**src/sv/sit_pkg.sv**
```systemverilog
package sit_pkg;

    localparam int SET_CAPACITY_DEF = 16;
    localparam int VALUE_W          = 32;
    localparam int KIND_W           = 2;
    localparam int COUNT_OUT_W      = 5;
    localparam int M_TDATA_W        = 8;

    typedef enum logic [KIND_W-1:0] {
        KIND_ADD    = 2'd0,
        KIND_REMOVE = 2'd1,
        KIND_TEST   = 2'd2
    } kind_t;

    // Search token that walks the cell chain, one cell per cycle.
    typedef struct packed {
        logic               vld;
        kind_t              kind;
        logic [VALUE_W-1:0] value;
        logic               hit;
        logic [VALUE_W-1:0] last;
    } token_t;

    // Write-back command broadcast to every cell when the token leaves the chain.
    typedef struct packed {
        logic               wr_new;
        logic               wr_move;
        logic [VALUE_W-1:0] data;
    } wb_t;

endpackage

```
**src/sv/sit_cell.sv**
```systemverilog
module sit_cell (
    input  logic            aclk,
    input  logic            aresetn,
    input  logic            held,
    input  logic            is_last,
    input  logic            is_next,
    input  sit_pkg::wb_t    wb,
    input  sit_pkg::token_t tok_in,
    output sit_pkg::token_t tok_out,
    output logic            matched
);
    import sit_pkg::*;

    logic [VALUE_W-1:0] entry_reg;
    token_t             tok_reg;
    token_t             tok_next;
    logic               matched_reg;
    logic               matched_next;
    logic               hit_here;

    // An entry at or above the count is never compared, since it may be stale.
    assign hit_here = tok_in.vld && held && (entry_reg == tok_in.value);

    always_comb begin
        tok_next     = tok_in;
        matched_next = matched_reg;
        if (tok_in.vld) begin
            matched_next = hit_here;
            if (hit_here) begin
                tok_next.hit = 1'b1;
            end
            if (is_last) begin
                tok_next.last = entry_reg;
            end
        end
    end

    always_ff @(posedge aclk) begin
        if (!aresetn) begin
            tok_reg.vld <= 1'b0;
            matched_reg <= 1'b0;
        end else begin
            tok_reg.vld <= tok_next.vld;
            matched_reg <= matched_next;
        end
        tok_reg.kind  <= tok_next.kind;
        tok_reg.value <= tok_next.value;
        tok_reg.hit   <= tok_next.hit;
        tok_reg.last  <= tok_next.last;
    end

    // A remove refills the matching slot with the last entry; an add fills the
    // first free slot.
    always_ff @(posedge aclk) begin
        if (wb.wr_move && matched_reg) begin
            entry_reg <= wb.data;
        end else if (wb.wr_new && is_next) begin
            entry_reg <= wb.data;
        end
    end

    assign tok_out = tok_reg;
    assign matched = matched_reg;

endmodule

```
**src/sv/small_integer_set_table.sv**
```systemverilog
// Set of distinct 32-bit values held in a row of SET_CAPACITY cells, one entry
// per cell. An operation (add, remove or test, given in s_tuser) enters the first
// cell and moves one cell per clock, comparing against each held entry and
// picking up the last held entry on its way. When it leaves the last cell the
// store and count are updated and the result is registered. The next item is
// taken once the search has left the chain and the result register is free,
// at the earliest in the cycle in which the previous result is transferred.
// Only one item is in the chain at a time. An add of a new value into a full
// set is dropped and flagged; entry_count is the count taken modulo 32.
module small_integer_set_table #(
    parameter int SET_CAPACITY = sit_pkg::SET_CAPACITY_DEF
) (
    input  logic                          aclk,
    input  logic                          aresetn,
    input  logic                          s_tvalid,
    output logic                          s_tready,
    input  logic [sit_pkg::VALUE_W-1:0]   s_tdata,   // [31:0] value (signed)
    input  logic [sit_pkg::KIND_W-1:0]    s_tuser,   // [1:0] kind
    output logic                          m_tvalid,
    input  logic                          m_tready,
    output logic [sit_pkg::M_TDATA_W-1:0] m_tdata    // [0] was_present, [5:1] entry_count,
                                                     // [6] full_drop, [7] zero
);
    import sit_pkg::*;

    localparam int CNT_W = $clog2(SET_CAPACITY + 1);
    localparam logic [CNT_W-1:0] CAP = CNT_W'(SET_CAPACITY);

    logic                 busy_reg;
    logic                 busy_next;
    logic [CNT_W-1:0]     count_reg;
    logic [CNT_W-1:0]     count_next;
    logic                 m_tvalid_reg;
    logic                 m_tvalid_next;
    logic [M_TDATA_W-1:0] m_tdata_reg;
    logic [M_TDATA_W-1:0] m_tdata_next;

    token_t                  tok_chain [0:SET_CAPACITY];
    logic [SET_CAPACITY-1:0] matched_vec;
    wb_t                     wb;
    token_t                  tok_done;
    logic                    s_accept;
    logic                    drop;
    logic [CNT_W+COUNT_OUT_W-1:0] count_wide;

    assign s_tready = !busy_reg && (!m_tvalid_reg || m_tready);
    assign s_accept = s_tvalid && s_tready;

    always_comb begin
        tok_chain[0].vld   = s_accept;
        tok_chain[0].kind  = kind_t'(s_tuser);
        tok_chain[0].value = s_tdata;
        tok_chain[0].hit   = 1'b0;
        tok_chain[0].last  = '0;
    end

    for (genvar i = 0; i < SET_CAPACITY; i++) begin : g_cell
        localparam logic [CNT_W-1:0] IDX  = CNT_W'(i);
        localparam logic [CNT_W-1:0] IDX1 = CNT_W'(i + 1);
        sit_cell u_cell (
            .aclk    (aclk),
            .aresetn (aresetn),
            .held    (IDX < count_reg),
            .is_last (IDX1 == count_reg),
            .is_next (IDX == count_reg),
            .wb      (wb),
            .tok_in  (tok_chain[i]),
            .tok_out (tok_chain[i+1]),
            .matched (matched_vec[i])
        );
    end

    assign tok_done = tok_chain[SET_CAPACITY];

    always_comb begin
        wb.wr_new     = 1'b0;
        wb.wr_move    = 1'b0;
        wb.data       = tok_done.value;
        count_next    = count_reg;
        drop          = 1'b0;
        busy_next     = busy_reg;
        m_tvalid_next = m_tvalid_reg && !m_tready;
        m_tdata_next  = m_tdata_reg;
        count_wide    = '0;
        if (s_accept) begin
            busy_next = 1'b1;
        end
        if (tok_done.vld) begin
            case (tok_done.kind)
                KIND_ADD: begin
                    if (!tok_done.hit) begin
                        if (count_reg == CAP) begin
                            drop = 1'b1;
                        end else begin
                            wb.wr_new  = 1'b1;
                            count_next = count_reg + 1'b1;
                        end
                    end
                end
                KIND_REMOVE: begin
                    if (tok_done.hit) begin
                        wb.wr_move = 1'b1;
                        wb.data    = tok_done.last;
                        count_next = count_reg - 1'b1;
                    end
                end
                default: begin
                end
            endcase
            count_wide    = (CNT_W + COUNT_OUT_W)'(count_next);
            busy_next     = 1'b0;
            m_tvalid_next = 1'b1;
            m_tdata_next  = {1'b0, drop, count_wide[COUNT_OUT_W-1:0], tok_done.hit};
        end
    end

    always_ff @(posedge aclk) begin
        if (!aresetn) begin
            busy_reg     <= 1'b0;
            count_reg    <= '0;
            m_tvalid_reg <= 1'b0;
        end else begin
            busy_reg     <= busy_next;
            count_reg    <= count_next;
            m_tvalid_reg <= m_tvalid_next;
        end
        m_tdata_reg <= m_tdata_next;
    end

    assign m_tvalid = m_tvalid_reg;
    assign m_tdata  = m_tdata_reg;

    // A token only leaves the chain for an accepted item.
    a_done_busy: assert property (@(posedge aclk) disable iff (!aresetn)
        tok_done.vld |-> busy_reg)
        else $error("token left the chain with no item in flight");

    a_count_cap: assert property (@(posedge aclk) disable iff (!aresetn)
        count_reg <= CAP)
        else $error("entry count above capacity");

    // No duplicates are held, so once a search has passed every cell at most
    // one cell has matched. Cells not yet reached still show the previous search.
    a_one_match: assert property (@(posedge aclk) disable iff (!aresetn)
        tok_done.vld |-> $onehot0(matched_vec))
        else $error("value matched in more than one cell");

    a_drop_absent: assert property (@(posedge aclk) disable iff (!aresetn)
        (m_tvalid_reg && m_tdata_reg[6]) |-> !m_tdata_reg[0])
        else $error("dropped add reported a present value");

    a_result_src: assert property (@(posedge aclk) disable iff (!aresetn)
        $rose(m_tvalid_reg) |-> $past(tok_done.vld))
        else $error("result raised without a finished search");

endmodule

```
**config.mk**
```make
export PLATFORM = sky130hd
export DESIGN_NAME = small_integer_set_table
export DESIGN_NICKNAME = d
export VERILOG_FILES = /design/src/sv/sit_pkg.sv /design/src/sv/sit_cell.sv /design/src/sv/small_integer_set_table.sv
export SDC_FILE = /design/constraint.sdc
export NUM_CORES = 2
export LEC_CHECK = 0
export BUFFER_PORTS_ARGS = -buffer_cell sky130_fd_sc_hd__buf_4
export CORE_MARGIN = 2
export CORE_UTILIZATION = 66
export CTS_BUF_LIST = sky130_fd_sc_hd__clkbuf_16
export DETAILED_ROUTE_END_ITERATION = 10
export GPL_TIMING_DRIVEN = 0
export PLACE_DENSITY = 0.82
export RECOVER_POWER = 25
export SLEW_MARGIN = 30
export SYNTH_ARGS = -nofsm -noshare
export SYNTH_HDL_FRONTEND = slang
export SYNTH_SLANG_ARGS = --single-unit
```
**constraint.sdc**
```tcl
create_clock -name aclk -period 5.6 [get_ports aclk]
set_clock_uncertainty 0.2 [all_clocks]
set_input_delay 0.56 -clock aclk [delete_from_list [all_inputs] [get_ports aclk]]
set_output_delay 0.56 -clock aclk [all_outputs]
set_load 0.05 [all_outputs]
```
==> flow_metrics.env <==
export IMPL_finalSetupViolations=0
export IMPL_start_util_pct=66.3
export IMPL_largest_reg_flops=1088
export IMPL_route_vias_total=27000
export IMPL_syn_num_nets=3201
export IMPL_hp_start="s_tvalid"
export IMPL_clkTransAtPathRegs_ns=0.07
export IMPL_setup_tns_ns=0
export IMPL_yosysMostFrequentCell="dfxtp_1"
export IMPL_status="completed"
export IMPL_crit_top_cell="clkbuf_1"
export IMPL_cts_buffers=148
export IMPL_p_switching_w=0.00483
export IMPL_synth_seq_cells=1630
export IMPL_fin_crit_ns=3.70
export IMPL_maxCapViolCount=0
export IMPL_p_comb_share_pct=1.8
export IMPL_synth_area_leader_cell="dfxtp_1"
export IMPL_drt_wirelength_per_cell_um=29.6
export IMPL_required_ns=5.77
export IMPL_grt_max_degree=33
export IMPL_antenna_left=0
export IMPL_p_total_w=0.0228
export IMPL_finalWeightedCongestion=0.943
export IMPL_syn_area_um2=51100
export IMPL_grt_usage_pct=34.3
export IMPL_worst_pin_slew_ns=1.03
export IMPL_yosysSeqAreaShare_pct=74.1
export IMPL_yosysWarnings=0
export IMPL_synth_cell_types=53
export IMPL_htreeDepth=4
export IMPL_yosys_top_cells_area="dfxtp_1, edfxtp_1, mux2_2"
export IMPL_async_reset_ff_share_pct=0
export IMPL_overflow=0
export IMPL_crit_slowest_cell="a22o_2"
export IMPL_cts_tree="yes"
export IMPL_grt_pass1_wl_mm=191
export IMPL_die_w_um=282
export IMPL_first_global_vias=28100
export IMPL_cts_sinks=1630
export IMPL_p_int_w=0.0180
export IMPL_cp_end_kind="register"
export IMPL_p_leak_nw=22.3
export IMPL_synth_cells=3158
export IMPL_yosysTopAreaCellShare_pct=43.5
export IMPL_wl_met2_mm=68.7
export IMPL_io_pins=48
export IMPL_synth_edf_count=519
export IMPL_n_fill_cell=4451
export IMPL_crit_type="register to register"
export IMPL_die_h_um=282
export IMPL_core_rowCount=102
export IMPL_place_area_um2=53000
export IMPL_whs_path_depth=3
export IMPL_dp_cells=4256
export IMPL_nets=3444
export IMPL_fin_cells=4569
export IMPL_worst_r2r_path_depth=6
export IMPL_cp_max_fo=32
export IMPL_r2r_start="g_cell[15].u_cell.tok_out[65]$_DFF_P_"
export IMPL_rsz0062_at_grt="false"
export IMPL_crit_chain="clkbuf_1 -> nor2b_1 -> and3_1 -> clkbuf_1 -> clkbuf_1 -> a22o_2"
export IMPL_crit_arrival_ns=3.86
export IMPL_max_slew_margin_pct=31.6
export IMPL_synthTopCellsByCount="dfxtp_1, edfxtp_1, mux2_2"
export IMPL_dr_pass1_iters=6
export IMPL_wl_met3_mm=8.83
export IMPL_dieArea_um2=79600
export IMPL_first_iter_violations=2833
export IMPL_critPathLaunchType="register"
export IMPL_drv_slew=0
export IMPL_clk_latency_ns=0.74
export IMPL_drt_vias_per_instance=5.90
export IMPL_dp_hpwl_mm=91.5
export IMPL_antenna_found_initial=13
export IMPL_clockRootBuffer="clkbuf_16"
export IMPL_fmaxAchievable_mhz=270
export IMPL_maxUsedRoutingLayer="met4"
export IMPL_totalWireLength_mm=135
export IMPL_synth_avg_cell_area_um2=16.2
export IMPL_coreArea_um2=77100
export IMPL_postLayoutCellArea_um2=58000
export IMPL_p_per_area_nw_per_um2=393
export IMPL_syn_to_final_growth_pct=13.6
export IMPL_layout_drive_gt1_share_pct=22.8
export IMPL_postCtsSetupRepairBufs=0
export IMPL_pwr_share_clk_pct=43.0
export IMPL_finalHoldViolations=0
export IMPL_sequentialPowerShare_pct=55.2
export IMPL_wl_met1_mm=50.7
export IMPL_fin_crit_sh_pct=66.1
export IMPL_drc=0
export IMPL_ir_drop_v=0.000314
export IMPL_slowest_delay_ns=0.80
export IMPL_synthFlopType="dfxtp_1"
export IMPL_holdCritPathClass="primary input to register"
export IMPL_io_buffer_count=46
export IMPL_cts_resized=0
export IMPL_cts_buffer_depth=3
export IMPL_critPathLaunch="g_cell[15].u_cell.tok_out[65]$_DFF_P_"
export IMPL_switching_share_pct=21.2
[logic make-up (layout without fill, tap and decap cells)]
family,count (synthesis),count (layout),share of synthesized area (%)
AO/OA/AOI/OAI,69,69,1.02
XOR/XNOR,514,514,8.81
adder cells (fa/ha/maj),5,5,0.122
buffers and inverters,88,455,0.767
flip-flops,1630,1630,74.1
multiplexers,512,512,11.3
other,1,5,0.00734
AND/OR/NAND/NOR,339,339,3.91
[worst max-delay path, delay by kind of cell, from the launching register on]
kind                   cells  cell delay, ns
buffers and inverters      3            1.47
AO/OA/AOI/OAI              1            0.80
flip-flops                 1            0.31
AND/OR/NAND/NOR            2            0.49
[per-stage QoR]
stage | utilization (%) | hold WS [ns] | worst slack [ns]
6_report | 75.3 | 0.0849 | 1.90
3_3_place_gp | 68.4 | 0.110 | 1.37
2_1_floorplan | - | 0.110 | 2.54
4_1_cts | 75.3 | 0.0556 | 1.94
5_1_grt | 75.2 | 0.117 | 1.74
3_5_place_dp | 68.8 | 0.112 | 2.01
[path summary, 6_finish.rpt]
kind | to | slack [ns]
worst max-delay path | g_cell[2].u_cell.entry_reg[10]$_DFFE_PP_ | 1.90
worst max register to register | g_cell[2].u_cell.entry_reg[10]$_DFFE_PP_ | 1.90
worst min-delay path | g_cell[0].u_cell.matched$_SDFFE_PN0P_ | 0.08
worst min register to register | g_cell[4].u_cell.tok_out[65]$_DFF_P_ | 0.12
[repair_timing]
action,4_1_cts,5_1_grt
endpoints found under the setup margin,0,0
hold endpoints to repair,35,0
hold buffers,35,0
[cells in the final DEF (no fill, tap or decap), types with 15 or more instances in the layout]
master	count
xnor2_1	172
nand2_1	21
dlygate4sd3_1	35
buf_4	22
nor3_1	18
nand3_1	19
inv_1	44
nand2b_1	16
mux2_1	26
clkinv_2	29
edfxtp_1	519
clkbuf_1	51
nor4_1	87
and3_1	15
and2_1	55
a22o_2	16
nor2_1	19
dfxtp_1	1111
clkbuf_16	156
clkinv_1	32
mux2_2	486
buf_2	46
nand4_1	52
xor2_1	342
[cell type report]
| cell class | instances | area (um^2) | share of cell area (%) |
|---|---|---|---|
| antenna | 4 | 10.0 | 0.0173 |
| buffer | 79 | 358 | 0.617 |
| clock buffer | 156 | 3900 | 6.73 |
| clock inverter | 118 | 803 | 1.38 |
| inverter | 9 | 33.8 | 0.0582 |
| multi-input combinational | 1440 | 12900 | 22.2 |
| sequential | 1630 | 37800 | 65.2 |
| tap | 1040 | 1300 | 2.24 |
| timing repair buffer | 93 | 887 | 1.53 |
[per-layer routing]
metal / vias up / GRT usage [%]
li1: 11600 / -
met1: 13800 / 41.1
met2: 1227 / 59.8
met3: 350 / 5.83
met4: 0 / 17.4
met5: - / 0
[power by group through the flow]
| stage | sequential (W) | combinational (W) | clock [W] |
|---|---|---|---|
| 6_report | 0.0126 | 0.000418 | 0.00979 |
| 3_5_place_dp | 0.0128 | 0.000385 | 0 |
| 2_1_floorplan | 0.0127 | 0.000189 | 0 |
| 4_1_cts | 0.0126 | 0.000413 | 0.00979 |
| 3_3_place_gp | 0.0128 | 0.000377 | 0 |
| 5_1_grt | 0.0126 | 0.000426 | 0.0103 |
(Power assumes the default switching activity.)
